### src/design/suid_pkg.sv
// ----------------------------------------------------------------------------
// suid_pkg: shared types for the set union / intersection / difference block
// Item kinds, controller states and the command and status bundles that pass
// between the controller and the datapath.
// ----------------------------------------------------------------------------
package suid_pkg;

  // Default number of elements per store
  localparam int unsigned DefCapacity = 8;

  // Field widths
  localparam int unsigned KindWidth  = 3;
  localparam int unsigned ValueWidth = 32;

  // Item kinds
  typedef enum logic [KindWidth-1:0] {
    KIND_CLEAR = 3'd0,
    KIND_ADD_A = 3'd1,
    KIND_ADD_B = 3'd2,
    KIND_UNION = 3'd3,
    KIND_INTER = 3'd4,
    KIND_DIFF  = 3'd5
  } kind_e;

  // Controller states
  typedef enum logic [2:0] {
    ST_IDLE,
    ST_UNI_A,
    ST_UNI_B,
    ST_INTER,
    ST_DIFF,
    ST_FLUSH
  } state_e;

  // Controller to datapath
  typedef struct packed {
    logic clear;   // empty both stores
    logic load_a;  // append the input value to A
    logic load_b;  // append the input value to B
    logic clr_i;
    logic inc_i;
    logic clr_j;
    logic inc_j;
    logic push;    // emit the current candidate
    logic sel_b;   // candidate is B[j] rather than A[i]
    logic flush;   // close the list
  } cmd_t;

  // Datapath to controller
  typedef struct packed {
    logic eq;          // A[i] equals B[j]
    logic i_last;      // i addresses the last element of A
    logic j_last;      // j addresses the last element of B
    logic na_zero;
    logic nb_zero;
    logic pend_valid;  // a candidate waits in the look-ahead slot
    logic out_free;    // output register can take a word this cycle
  } status_t;

endpackage

### src/design/suid_ctrl.sv
// ----------------------------------------------------------------------------
// suid_ctrl: sequencer for the set operations
// Decodes accepted items and walks the index pairs of the stores, one
// comparison per cycle, stalling whenever an emitted word has nowhere to go.
// ----------------------------------------------------------------------------
module suid_ctrl (
  input  logic                                clk_i,
  input  logic                                rst_ni,
  input  logic                                in_valid_i,
  output logic                                in_ready_o,
  input  logic [suid_pkg::KindWidth-1:0]      kind_i,
  input  suid_pkg::status_t                   status_i,
  output suid_pkg::cmd_t                      cmd_o
);
  import suid_pkg::*;

  state_e state_q, state_d;
  logic   can_push;
  logic   reject_b;  // union: B[j] found in A
  logic   reject_a;  // difference: A[i] found in B
  logic   end_b;     // union: B[j] survived the whole of A
  logic   end_a;     // difference: A[i] survived the whole of B

  assign can_push = !status_i.pend_valid || status_i.out_free;
  assign reject_b = !status_i.na_zero && status_i.eq;
  assign end_b    = status_i.na_zero || status_i.i_last;
  assign reject_a = !status_i.nb_zero && status_i.eq;
  assign end_a    = status_i.nb_zero || status_i.j_last;

  assign in_ready_o = (state_q == ST_IDLE);

  // Next state
  always_comb begin
    state_d = state_q;
    case (state_q)
      ST_IDLE: begin
        if (in_valid_i) begin
          case (kind_i)
            KIND_UNION: begin
              if (!status_i.na_zero)      state_d = ST_UNI_A;
              else if (!status_i.nb_zero) state_d = ST_UNI_B;
              else                        state_d = ST_FLUSH;
            end
            KIND_INTER: begin
              if (status_i.na_zero || status_i.nb_zero) state_d = ST_FLUSH;
              else                                      state_d = ST_INTER;
            end
            KIND_DIFF: begin
              if (status_i.na_zero) state_d = ST_FLUSH;
              else                  state_d = ST_DIFF;
            end
            default: state_d = ST_IDLE;
          endcase
        end
      end
      ST_UNI_A: begin
        if (can_push && status_i.i_last) begin
          state_d = status_i.nb_zero ? ST_FLUSH : ST_UNI_B;
        end
      end
      ST_UNI_B: begin
        if (reject_b) begin
          if (status_i.j_last) state_d = ST_FLUSH;
        end else if (end_b && can_push && status_i.j_last) begin
          state_d = ST_FLUSH;
        end
      end
      ST_INTER: begin
        if ((!status_i.eq || can_push) && status_i.j_last && status_i.i_last) begin
          state_d = ST_FLUSH;
        end
      end
      ST_DIFF: begin
        if (reject_a) begin
          if (status_i.i_last) state_d = ST_FLUSH;
        end else if (end_a && can_push && status_i.i_last) begin
          state_d = ST_FLUSH;
        end
      end
      ST_FLUSH: begin
        if (status_i.out_free) state_d = ST_IDLE;
      end
      default: state_d = ST_IDLE;
    endcase
  end

  // Commands
  always_comb begin
    cmd_o = '0;
    case (state_q)
      ST_IDLE: begin
        if (in_valid_i) begin
          case (kind_i)
            KIND_CLEAR: cmd_o.clear  = 1'b1;
            KIND_ADD_A: cmd_o.load_a = 1'b1;
            KIND_ADD_B: cmd_o.load_b = 1'b1;
            KIND_UNION, KIND_INTER, KIND_DIFF: begin
              cmd_o.clr_i = 1'b1;
              cmd_o.clr_j = 1'b1;
            end
            default: cmd_o = '0;
          endcase
        end
      end
      ST_UNI_A: begin
        // every element of A goes out in order
        if (can_push) begin
          cmd_o.push = 1'b1;
          if (status_i.i_last) cmd_o.clr_i = 1'b1;
          else                 cmd_o.inc_i = 1'b1;
        end
      end
      ST_UNI_B: begin
        if (reject_b) begin
          cmd_o.clr_i = 1'b1;
          cmd_o.inc_j = 1'b1;
        end else if (end_b) begin
          if (can_push) begin
            cmd_o.push  = 1'b1;
            cmd_o.sel_b = 1'b1;
            cmd_o.clr_i = 1'b1;
            cmd_o.inc_j = 1'b1;
          end
        end else begin
          cmd_o.inc_i = 1'b1;
        end
      end
      ST_INTER: begin
        // emit A[i] for every matching B[j]
        if (!status_i.eq || can_push) begin
          cmd_o.push = status_i.eq;
          if (status_i.j_last) begin
            cmd_o.clr_j = 1'b1;
            cmd_o.inc_i = 1'b1;
          end else begin
            cmd_o.inc_j = 1'b1;
          end
        end
      end
      ST_DIFF: begin
        if (reject_a) begin
          cmd_o.clr_j = 1'b1;
          cmd_o.inc_i = 1'b1;
        end else if (end_a) begin
          if (can_push) begin
            cmd_o.push  = 1'b1;
            cmd_o.clr_j = 1'b1;
            cmd_o.inc_i = 1'b1;
          end
        end else begin
          cmd_o.inc_j = 1'b1;
        end
      end
      ST_FLUSH: begin
        cmd_o.flush = status_i.out_free;
      end
      default: cmd_o = '0;
    endcase
  end

  // State register
  always_ff @(posedge clk_i or negedge rst_ni) begin
    if (!rst_ni) begin
      state_q <= ST_IDLE;
    end else begin
      state_q <= state_d;
    end
  end

endmodule

### src/design/suid_dp.sv
// ----------------------------------------------------------------------------
// suid_dp: stores, scan indexes and output stage
// Holds both element stores and their counts, compares A[i] with B[j], and
// keeps one candidate in a look-ahead slot so the final word can carry last.
// ----------------------------------------------------------------------------
module suid_dp #(
  parameter int unsigned CAPACITY = suid_pkg::DefCapacity
) (
  input  logic                                 clk_i,
  input  logic                                 rst_ni,
  input  suid_pkg::cmd_t                       cmd_i,
  output suid_pkg::status_t                    status_o,
  input  logic signed [suid_pkg::ValueWidth-1:0] value_i,
  output logic                                 out_valid_o,
  input  logic                                 out_ready_i,
  output logic signed [suid_pkg::ValueWidth-1:0] element_o,
  output logic                                 empty_res_o,
  output logic                                 last_o
);
  import suid_pkg::*;

  localparam int unsigned IW = (CAPACITY > 1) ? $clog2(CAPACITY) : 1;
  localparam int unsigned CW = $clog2(CAPACITY + 1);
  localparam logic [CW-1:0] Full = CW'(CAPACITY);

  logic [ValueWidth-1:0] store_a_q [CAPACITY];
  logic [ValueWidth-1:0] store_b_q [CAPACITY];
  logic [CW-1:0]         count_a_q, count_a_d;
  logic [CW-1:0]         count_b_q, count_b_d;
  logic [IW-1:0]         i_q, i_d;
  logic [IW-1:0]         j_q, j_d;
  logic [ValueWidth-1:0] elem_a, elem_b, cand;
  logic                  write_a, write_b;

  logic                  pend_valid_q, pend_valid_d;
  logic [ValueWidth-1:0] pend_q;
  logic                  out_valid_q, out_valid_d;
  logic [ValueWidth-1:0] out_elem_q;
  logic                  out_empty_q, out_last_q;
  logic                  out_free;
  logic                  to_out;

  assign elem_a = store_a_q[i_q];
  assign elem_b = store_b_q[j_q];
  assign cand   = cmd_i.sel_b ? elem_b : elem_a;

  assign write_a = cmd_i.load_a && (count_a_q != Full);
  assign write_b = cmd_i.load_b && (count_b_q != Full);

  assign out_free = !out_valid_q || out_ready_i;
  // a word moves to the output on a push behind a pending one, or on flush
  assign to_out   = (cmd_i.push && pend_valid_q) || cmd_i.flush;

  // Status
  always_comb begin
    status_o.eq         = (elem_a == elem_b);
    status_o.i_last     = ((CW'(i_q) + CW'(1)) == count_a_q);
    status_o.j_last     = ((CW'(j_q) + CW'(1)) == count_b_q);
    status_o.na_zero    = (count_a_q == '0);
    status_o.nb_zero    = (count_b_q == '0);
    status_o.pend_valid = pend_valid_q;
    status_o.out_free   = out_free;
  end

  // Counts and scan indexes
  always_comb begin
    count_a_d = count_a_q;
    count_b_d = count_b_q;
    if (cmd_i.clear) begin
      count_a_d = '0;
      count_b_d = '0;
    end
    if (write_a) count_a_d = count_a_q + CW'(1);
    if (write_b) count_b_d = count_b_q + CW'(1);

    i_d = i_q;
    if (cmd_i.clr_i)      i_d = '0;
    else if (cmd_i.inc_i) i_d = i_q + IW'(1);
    j_d = j_q;
    if (cmd_i.clr_j)      j_d = '0;
    else if (cmd_i.inc_j) j_d = j_q + IW'(1);
  end

  // Look-ahead slot and output valid
  always_comb begin
    pend_valid_d = pend_valid_q;
    if (cmd_i.push)  pend_valid_d = 1'b1;
    if (cmd_i.flush) pend_valid_d = 1'b0;

    out_valid_d = out_valid_q;
    if (to_out)           out_valid_d = 1'b1;
    else if (out_ready_i) out_valid_d = 1'b0;
  end

  // Control registers
  always_ff @(posedge clk_i or negedge rst_ni) begin
    if (!rst_ni) begin
      count_a_q    <= '0;
      count_b_q    <= '0;
      i_q          <= '0;
      j_q          <= '0;
      pend_valid_q <= 1'b0;
      out_valid_q  <= 1'b0;
    end else begin
      count_a_q    <= count_a_d;
      count_b_q    <= count_b_d;
      i_q          <= i_d;
      j_q          <= j_d;
      pend_valid_q <= pend_valid_d;
      out_valid_q  <= out_valid_d;
    end
  end

  // Stores and payload, no reset
  always_ff @(posedge clk_i) begin
    if (write_a) store_a_q[count_a_q[IW-1:0]] <= value_i;
    if (write_b) store_b_q[count_b_q[IW-1:0]] <= value_i;
    if (cmd_i.push) pend_q <= cand;
    if (cmd_i.flush) begin
      out_elem_q  <= pend_valid_q ? pend_q : '0;
      out_empty_q <= !pend_valid_q;
      out_last_q  <= 1'b1;
    end else if (to_out) begin
      out_elem_q  <= pend_q;
      out_empty_q <= 1'b0;
      out_last_q  <= 1'b0;
    end
  end

  assign out_valid_o = out_valid_q;
  assign element_o   = out_elem_q;
  assign empty_res_o = out_empty_q;
  assign last_o      = out_last_q;

  // Counts never pass the capacity
  a_count_range: assert property (@(posedge clk_i) disable iff (!rst_ni)
    (count_a_q <= Full) && (count_b_q <= Full))
    else $error("store count beyond capacity");

  // A word never moves to the output while the output is still occupied
  a_no_overwrite: assert property (@(posedge clk_i) disable iff (!rst_ni)
    to_out |-> out_free)
    else $error("output word overwritten");

  // An empty result always closes its list
  a_empty_last: assert property (@(posedge clk_i) disable iff (!rst_ni)
    (out_valid_q && out_empty_q) |-> out_last_q)
    else $error("empty result without last");

  // Flush always leaves the look-ahead slot empty
  a_flush_drains: assert property (@(posedge clk_i) disable iff (!rst_ni)
    cmd_i.flush |=> !pend_valid_q)
    else $error("candidate left behind after flush");

endmodule

### src/design/set_union_intersect_diff.sv
// Clear and add words are accepted in the controller's idle state. Emit words
// are accepted there too, then make one comparison per cycle, stalling when a
// word to emit has nowhere to go: union up to na + nb*max(na,1), intersection
// na*nb, difference up to na*max(nb,1); the flush state then closes the list
// and the last word is registered in the output stage.
// Reset clears both counts and the output stage; store contents are undefined.
// ----------------------------------------------------------------------------
// set_union_intersect_diff: set union, intersection and difference engine
// Loads two small element stores and streams the requested list on demand.
// ----------------------------------------------------------------------------
module set_union_intersect_diff #(
  parameter int unsigned CAPACITY = suid_pkg::DefCapacity
) (
  input  logic                                   clk_i,
  input  logic                                   rst_ni,
  input  logic                                   in_valid_i,
  output logic                                   in_ready_o,
  input  logic [suid_pkg::KindWidth-1:0]         kind_i,
  input  logic signed [suid_pkg::ValueWidth-1:0] value_i,
  output logic                                   out_valid_o,
  input  logic                                   out_ready_i,
  output logic signed [suid_pkg::ValueWidth-1:0] element_o,
  output logic                                   empty_res_o,
  output logic                                   last_o
);
  import suid_pkg::*;

  cmd_t    cmd;
  status_t status;

  // Sequencer
  suid_ctrl u_ctrl (
    .clk_i      (clk_i),
    .rst_ni     (rst_ni),
    .in_valid_i (in_valid_i),
    .in_ready_o (in_ready_o),
    .kind_i     (kind_i),
    .status_i   (status),
    .cmd_o      (cmd)
  );

  // Stores, compare and output stage
  suid_dp #(
    .CAPACITY (CAPACITY)
  ) u_dp (
    .clk_i       (clk_i),
    .rst_ni      (rst_ni),
    .cmd_i       (cmd),
    .status_o    (status),
    .value_i     (value_i),
    .out_valid_o (out_valid_o),
    .out_ready_i (out_ready_i),
    .element_o   (element_o),
    .empty_res_o (empty_res_o),
    .last_o      (last_o)
  );

endmodule

### config.mk
export PLATFORM = sky130hd
export DESIGN_NAME = set_union_intersect_diff
export DESIGN_NICKNAME = d
export VERILOG_FILES = /design/src/design/suid_pkg.sv /design/src/design/suid_ctrl.sv /design/src/design/suid_dp.sv /design/src/design/set_union_intersect_diff.sv
export SDC_FILE = /design/constraint.sdc
export NUM_CORES = 1
export LEC_CHECK = 0
export ABC_AREA = 1
export BUFFER_PORTS_ARGS = -buffer_cell sky130_fd_sc_hd__buf_2
export CAP_MARGIN = 20
export CORE_MARGIN = 2
export CORE_UTILIZATION = 45
export CTS_CLUSTER_DIAMETER = 50
export DETAILED_ROUTE_END_ITERATION = 6
export PLACE_DENSITY_LB_ADDON = 0.12
export SLEW_MARGIN = 20
export SYNTH_ARGS = -nofsm -noshare
export SYNTH_HDL_FRONTEND = slang
export SYNTH_SLANG_ARGS = --single-unit
export TNS_END_PERCENT = 100
### constraint.sdc
create_clock -name clk_i -period 4.3 [get_ports clk_i]
set_clock_uncertainty 0.2 [all_clocks]
set_input_delay 0.43 -clock clk_i [delete_from_list [all_inputs] [get_ports clk_i]]
set_output_delay 0.43 -clock clk_i [all_outputs]
set_load 0.03 [all_outputs]
==> results of run 1 <==
[layout make-up]
cell class | instances | area [µm²]
diodes | 1 | 2.50
clock buffers | 99 | 2070
clock inverters | 30 | 284
fillers | 5505 | 29000
inverters | 482 | 1810
multi-input cells | 1775 | 7470
flip-flops and latches | 597 | 17800
well taps | 782 | 978
repair buffers | 149 | 1140
[kinds of logic after synthesis]
kind of cell	share of synthesized area, %
compound gates	1.61
xor+xnor	0.158
fa+ha+maj	0.271
buf+inv	9.09
flops	64.4
simple gates	24.5
[routing by layer]
| layer | vias up | track usage [%] | wire [µm] |
|---|---|---|---|
| met5 | - | 0 | 20 |
| met4 | 4 | 8.20 | 1890 |
| met3 | 117 | 3.82 | 4790 |
| met2 | 583 | 39.4 | 35200 |
| met1 | 9359 | 33.2 | 33600 |
| li1 | 9651 | - | - |
[cell usage in the layout (no fill, tap or decap), types with 3 or more instances in the layout]
cell and count:
a21oi_1 9, ha_1 6, nor3_4 9, dlygate4sd3_1 14, clkinv_1 6, buf_2 74, o21ai_0 47, inv_2 9
nor2_1 120, nor3_2 7, inv_6 4, dfrtp_1 13, nor3_1 5, bufinv_16 3, clkbuf_1 18, clkbuf_16 79
dfrtp_2 4, nand4_1 3, buf_4 47, clkinv_4 6, o21ai_1 24, inv_1 469, clkinv_2 4, edfxtp_1 577
nand3_1 303, nand2_1 1217, nor4_1 3, clkinvlp_4 8, buf_12 14, xnor2_1 5
[flip-flops by register name (all words and copies together), names as in the netlist]
register / count
u_dp.out_valid_o: 1
u_dp.count_a_q: 4
u_dp.empty_res_o: 1
u_dp.pend_valid_q: 1
u_dp.element_o: 32
u_dp.i_q: 3
u_ctrl.state_q: 3
u_dp.count_b_q: 4
u_dp.pend_q: 32
u_dp.store_b_q: 256
u_dp.j_q: 3
u_dp.store_a_q: 256
u_dp.last_o: 1
[worst max-delay path, cell delays in order, from the launching register on]
cell and delay, ns:
dfrtp_4 0.52, inv_4 0.43, buf_4 0.32, nand2_1 0.08, nand3_1 0.07, nand3_1 0.08, nand2_1 0.26, inv_2 0.08
nand2_1 0.07, nand2_1 0.05, nor2_1 0.08, nand2_1 0.05, nor2_1 0.14, nand2_1 0.14, nor2_4 0.17, nand2_1 0.10
nand2_2 0.13, buf_4 0.41, o21ai_0 0.17
[path summary, 6_finish.rpt]
path | depth (start not counted) | from | slack, ns | end
max | 18 | u_dp.i_q[0] | 0.42 | u_dp.pend_q[18]
min | 1 | value_i[5] | 0.03 | u_dp.store_b_q[1][5]
max reg2reg | 18 | u_dp.i_q[0] | 0.42 | u_dp.pend_q[18]
min reg2reg | 2 | u_dp.last_o | 0.29 | u_dp.last_o
max in group asynchronous | 2 | rst_ni | 3.32 | u_dp.j_q[0]
min in group asynchronous | 2 | rst_ni | 0.15 | u_dp.pend_valid_q
[power groups by stage]
stage	Clock, mW	Combinational (mW)	Sequential (mW)
floorplan	0	4.94	7.72
global placement	0	7.58	7.56
detailed placement	0	7.66	7.56
CTS	6.11	7.70	7.45
global route	6.35	8.61	7.49
finish	5.99	7.69	7.46
[repair_timing]
action	CTS	global route
endpoints found under the hold margin	179	0
gates resized for setup	0	0
hold buffers	14	0
==> summary.txt, run 1 <==
Placement
  • Final GP Congestion: 0.901
  • Inst Count DP: roughly 3.8k
  • Placed cell area: 29100 µm²
  • Pre-CTS WS: 0.399 ns
  • DP Wirelength: about 47 mm
  • Port bufs: 74

Clocking
  • Clock slew seen by the registers of the worst setup and hold paths: 0.06 ns
  • TritonCTS clock tree: built
  • CTS root buf: clkbuf_16
  • Clock sink total: 597
  • Clock Tree Buf Depth: 3
  • CTS Buf Count: 75
  • Htree depth: 3
  • Clk_lat worst skew: 0.61 ns
  • Post-CTS Setup Repair Bufs: 0

Layout
  • Final Non-Filler Cells: 3915
  • Post-Layout Inst Area: about 32000 µm²
  • Synthesis-to-layout area growth: 14.2%
  • Ratio of cells with drive above 1 in the final layout: 9.07%
  • Fin util: 52.2%
  • Final nets: 3125

STA
  • # setup viols final: 0
  • Final Slew Violations: 0
  • Hold Slack: approximately 0.028 ns
  • Crit path time final: 3.88 ns
  • Slew @ Worst Pin: around 0.77 ns
  • Slew margin rel.: 48.6%
  • Setup ws final: around 0.42 ns
  • Part of the cycle the worst path needs: 90.2%
  • RSZ-0062 raised after global routing: no
  • FMAX: 258 MHz
  • Final Hold Vio Count: 0
  • Setup TNS Final: 0 ns

Pwr
  • Clock power share: roughly 28%
  • Pleak: 14.2 nW
  • Total power: 21.1 mW
  • Net Sw Power: about 8.3 mW
  • Seq pwr share: 35.3%
  • Pwr/cell area: approximately 670 nW/µm²
  • Max rail drop VDD: 0.334 mV
  • Comb pwr share: 36.4%
  • P_int: between 10 and 15 mW
  • Switch share: 39.4%

Logic synthesis
  • Synth cell types: 34
  • Ys async rst share: 3.18%
  • Most frequent cells after synthesis: 1218 x nand2_1, 577 x edfxtp_1, 470 x inv_1, 303 x nand3_1, 121 x nor2_1
  • Top cell type's share of synthesized area: 62.6%
  • EDFF count, synth: 577
  • FF+latch count, synth: around 600
  • Top cells by area, synth: edfxtp_1 63%, nand2_1 17%, inv_1 6.4%, nand3_1 5.5%, dfrtp_1 1.7%
  • Synthesis Warnings: 0
  • Leading area contributor after synthesis: edfxtp_1
  • Sequential-to-total area share from yosys stat: 64.4%
  • Synthesized cell area: ~28000 µm²
  • Syn_area_per_cell: 9.30 µm²
  • Syn_nets: 3020
  • Post-synth top flop: edfxtp_1
  • Cells after Synth: around 3.0k
  • Count leader, synth: nand2_1

Critical path
  • Crit. End Element: flop
  • CP startpoint kind: flop
  • Worst EP arrival: 4.01 ns
  • Critical path type: reg -> reg
  • Peak fanout along the critical path: 42
  • Worst path required time: 4.43 ns

Detailed routing
  • TritonRoute pass-1 iters: 6
  • WL/cell: 19.3 µm
  • Vias/cell: 5.04
  • First DRT Iteration DRCs: 1506
  • Final wirelength: 75.5 mm
  • DRC viols: 0
  • DR vias: 19.7k
  • DRT antenna net count: 0

GRT
  • Global-route wire length before repair: between 100 and 150 mm
  • Initial antenna violation count: 3
  • Remaining Overflow, GRT: 0
  • GRT Util Overall: 24.2%
  • Vias in the first global route: 18.8k
  • Largest net degree at the start of global routing: 94

Worst hold path
  • Path type of the worst min-delay path: in -> reg

Floorplanning
  • I/O pin total: 75
  • Core Area: 60600 µm²
  • FP Rows: 90
  • Area of the die: 63500 µm²
  • Die width: 252 µm
  • Chip height: 252 µm
  • Initial Utilization: 45.7%

Status
  • Status: finished, final reports clean

Run
  • Total of max-cap violations: 0
Power figures use the tool's default switching activity.
==> inputs of run 2 (changes only) <==
--- a/config.mk
+++ b/config.mk
@@ -7,11 +7,12 @@
 export LEC_CHECK = 0
 export ABC_AREA = 1
 export BUFFER_PORTS_ARGS = -buffer_cell sky130_fd_sc_hd__buf_2
-export CAP_MARGIN = 20
 export CORE_MARGIN = 2
 export CORE_UTILIZATION = 45
+export CTS_BUF_LIST = sky130_fd_sc_hd__clkbuf_2 sky130_fd_sc_hd__clkbuf_4 sky130_fd_sc_hd__clkbuf_8
 export CTS_CLUSTER_DIAMETER = 50
 export DETAILED_ROUTE_END_ITERATION = 6
+export MAX_ROUTING_LAYER = met4
 export PLACE_DENSITY_LB_ADDON = 0.12
 export SLEW_MARGIN = 20
 export SYNTH_ARGS = -nofsm -noshare
==> run 2 against run 1 <==
Clock power fell by 13%. Final cell count rose by 1.8%. Die area did not move. Non-clock buffer count rose by 16. Sequential share of layout area rose by 0.076 points. Flip-flop and latch count did not move. Register-to-register slack barely moved. Critical path depth did not move. Routed wire length fell by 0.44%. Worst hold slack improved by 0.018 ns. Combinational power barely moved. Global-route usage rose by 0.58 points.
==> summary.txt, run 2 (synthesis results as in run 1) <==
STA
  • Final Slew Violations: 0 (unchanged)
  • FMAX: 258 MHz (+0.20%)
  • Setup TNS Final: 0 ns (unchanged)
  • RSZ-0062 raised after global routing: no
  • Slew margin rel.: 50.6% (+2.0 points)
  • # setup viols final: 0 (unchanged)
  • Crit path time final: 3.87 ns (-0.00772 ns)
  • Slew @ Worst Pin: 0.741 ns (-0.0301 ns)
  • Setup ws final: 0.428 ns (+0.00772 ns)
  • Part of the cycle the worst path needs: 90.1% (-0.18 points)
  • Hold Slack: 0.0465 ns (+0.0184 ns)
  • Final Hold Vio Count: 0 (unchanged)

Detailed routing
  • WL/cell: 18.8 µm (-2.2%)
  • TritonRoute pass-1 iters: 5 (-1)
  • DRT antenna net count: 0 (unchanged)
  • Final wirelength: 75.1 mm (-0.44%)
  • Vias/cell: 4.99 (-0.91%)
  • DR vias: 19.9k (+0.91%)
  • First DRT Iteration DRCs: 1621 (+7.6%)
  • DRC viols: 0 (unchanged)

Placement
  • Pre-CTS WS: 0.455 ns (+0.0564 ns)
  • Port bufs: 74 (unchanged)
  • Final GP Congestion: 0.913 (+1.3%)
  • DP Wirelength: 46.1 mm (-2.0%)

Critical path
  • Worst r2r path cells: 18 (unchanged)
  • Crit. End Element: flop
  • Worst r2r dst: u_dp.pend_q[21]
  • Worst EP arrival: 4.07 ns (+0.06 ns)
  • Most used cell, CP: nand2_1
  • Crit Reg-Reg Startpoint: u_dp.i_q[0]
  • Critical path type: reg -> reg
  • Peak fanout along the critical path: 46 (+9.5%)
  • Worst path cell trace: inv_4 > buf_4 > nand2_1 > nand3_1 > nand3_1 > nand2_1 > inv_2 > nand2_1 > nand2_1 > nor2_1 > nand2_1 > nor2_1 > nand2_1 > nor2_4 > nand2_1 > nand2_2 > buf_4 > o21ai_0
  • Slowest CP cell: dfrtp_4
  • CP startpoint kind: flop
  • Worst R2R Setup Slack: 0.43 ns (about the same)
  • Worst path required time: 4.50 ns (+0.07 ns)
  • CP max stage delay: 0.52 ns (about the same)

Clocking
  • Clock slew seen by the registers of the worst setup and hold paths: 0.06 ns (about the same)
  • Clock Tree Buf Depth: 3 (unchanged)
  • Clk_lat worst skew: 0.70 ns (+0.09 ns)
  • TritonCTS clock tree: built
  • Htree depth: 3 (unchanged)
  • CTS Buf Count: 103 (+37%)
  • CTS root buf: clkbuf_8
  • Resized Gates After CTS: 0 (unchanged)
  • Clock sink total: 597 (unchanged)

Layout
  • Commonest cells after routing, fill and taps aside: 1217 x nand2_1, 577 x edfxtp_1, 469 x inv_1, 303 x nand3_1, 120 x nor2_1
  • Fin util: 52.1% (-0.070 points)
  • Commonest non-fill, non-tap cell in the layout: nand2_1
  • Final nets: 3169 (+1.4%)
  • Fill cells: 5464 (-0.74%)
  • Ratio of cells with drive above 1 in the final layout: 10.5% (+1.5 points)
  • Synthesis-to-layout area growth: 14.1%

Floorplanning
  • Die width: 252 µm (unchanged)
  • Initial Utilization: 45.7% (unchanged)
  • Chip height: 252 µm (unchanged)
  • Core Area: 60600 µm² (unchanged)
  • Area of the die: 63500 µm² (unchanged)
  • FP Rows: 90 (unchanged)
  • I/O pin total: 75 (unchanged)

GRT
  • Largest net degree at the start of global routing: 84 (-11%)
  • Remaining Overflow, GRT: 0 (unchanged)
  • Global-route wire length before repair: 114 mm (-0.26%)
  • GRT Util Overall: 24.8% (+0.58 points)
  • Vias in the first global route: 19.1k (+1.5%)
  • Initial antenna violation count: 2 (-1)

Status
  • Status: finished, final reports clean

Worst hold path
  • Path type of the worst min-delay path: in -> async

Pwr
  • Pleak: 14.3 nW (+0.39%)
  • Max rail drop VDD: 0.319 mV (-4.3%)
  • Pwr/cell area: 645 nW/µm² (-3.6%)

Run
  • Total of max-cap violations: 0 (unchanged)
==> run 2: cell count changes in the layout (fill, tap and decap cells not counted), sizes merged <==
cell / previous run / this run
buf: 135 / 128
bufinv: 3 / 4
clkbuf: 99 / 153
clkinv: 16 / 26
clkinvlp: 8 / 1
diode: 1 / 2
dlygate4sd3: 14 / 37
inv: 485 / 482
==> run 2: where the power goes <==
| part | internal, mW | total, mW | switching [mW] |
|---|---|---|---|
| clock network | 2.94 | 5.20 | 2.26 |
| logic | 2.14 | 7.66 | 5.52 |
| registers | 7.10 | 7.49 | 0.385 |
==> run 2: layer usage <==
| metal | wire length [µm] | vias up | share of wire, % | GRT usage (%) |
|---|---|---|---|---|
| li1 | - | 9744 | - | - |
| met1 | 33700 | 9385 | 45 | 33.9 |
| met2 | 34700 | 640 | 46 | 38.5 |
| met3 | 4930 | 124 | 6.6 | 3.29 |
| met4 | 1860 | 0 | 2.5 | 8.25 |
| met5 | 0 | - | 0 | - |
==> run 2: repair_timing <==
| item | CTS | global route |
|---|---|---|
| hold buffers | 37 | 0 |
| endpoints found under the hold margin | 536 | 0 |
| endpoints found under the setup margin | 0 | 0 |
| buffers inserted | 0 | 0 |
==> run 2: worst max-delay path by stage <==
| stage | from | end | slack [ns] | cells after the start |
|---|---|---|---|---|
| 2_1_floorplan | u_ctrl.state_q[1] | u_dp.store_a_q[1][0] | -0.41 | 9 |
| 3_5_place_dp | u_dp.i_q[0] | u_dp.pend_q[25] | 0.46 | 18 |
| 3_3_place_gp | u_dp.i_q[0] | u_dp.pend_q[24] | 0.55 | 17 |
| 4_1_cts | u_dp.i_q[0] | u_dp.pend_q[25] | 0.43 | 18 |
| 5_1_grt | u_dp.j_q[0] | u_dp.pend_q[24] | 0.18 | 20 |
| 6_report | u_dp.i_q[0] | u_dp.pend_q[21] | 0.43 | 18 |
==> run 2: final cells by class <==
cell class	count	area, µm²	share of cell area, %
diodes	2	5.00	0.0159
clock buffers	153	1820	5.78
flip-flops and latches	597	17800	56.5
well taps	782	978	3.10
inverters	482	1810	5.75
repair buffers	165	1380	4.38
clock inverters	31	246	0.781
multi-input cells	1775	7470	23.7
==> run 2: worst max-delay path: cells and delay by family (launching register included) <==
kind / cells / cell delay (ns)
DFF: 1 / 0.52
buffers and inverters: 4 / 1.15
AOI/OAI and AO/OA: 1 / 0.15
and+or+nand+nor: 13 / 1.49
==> run 2: per-stage QoR <==
step                area [µm²]  cells  total power [mW]
finish                   31600   3987              20.3
global route             31600   3987              21.6
CTS                      31600   3985              20.5
detailed placement       29100   3764              15.2
global placement         29100   3764              15.1
floorplan                27700   2975              12.7
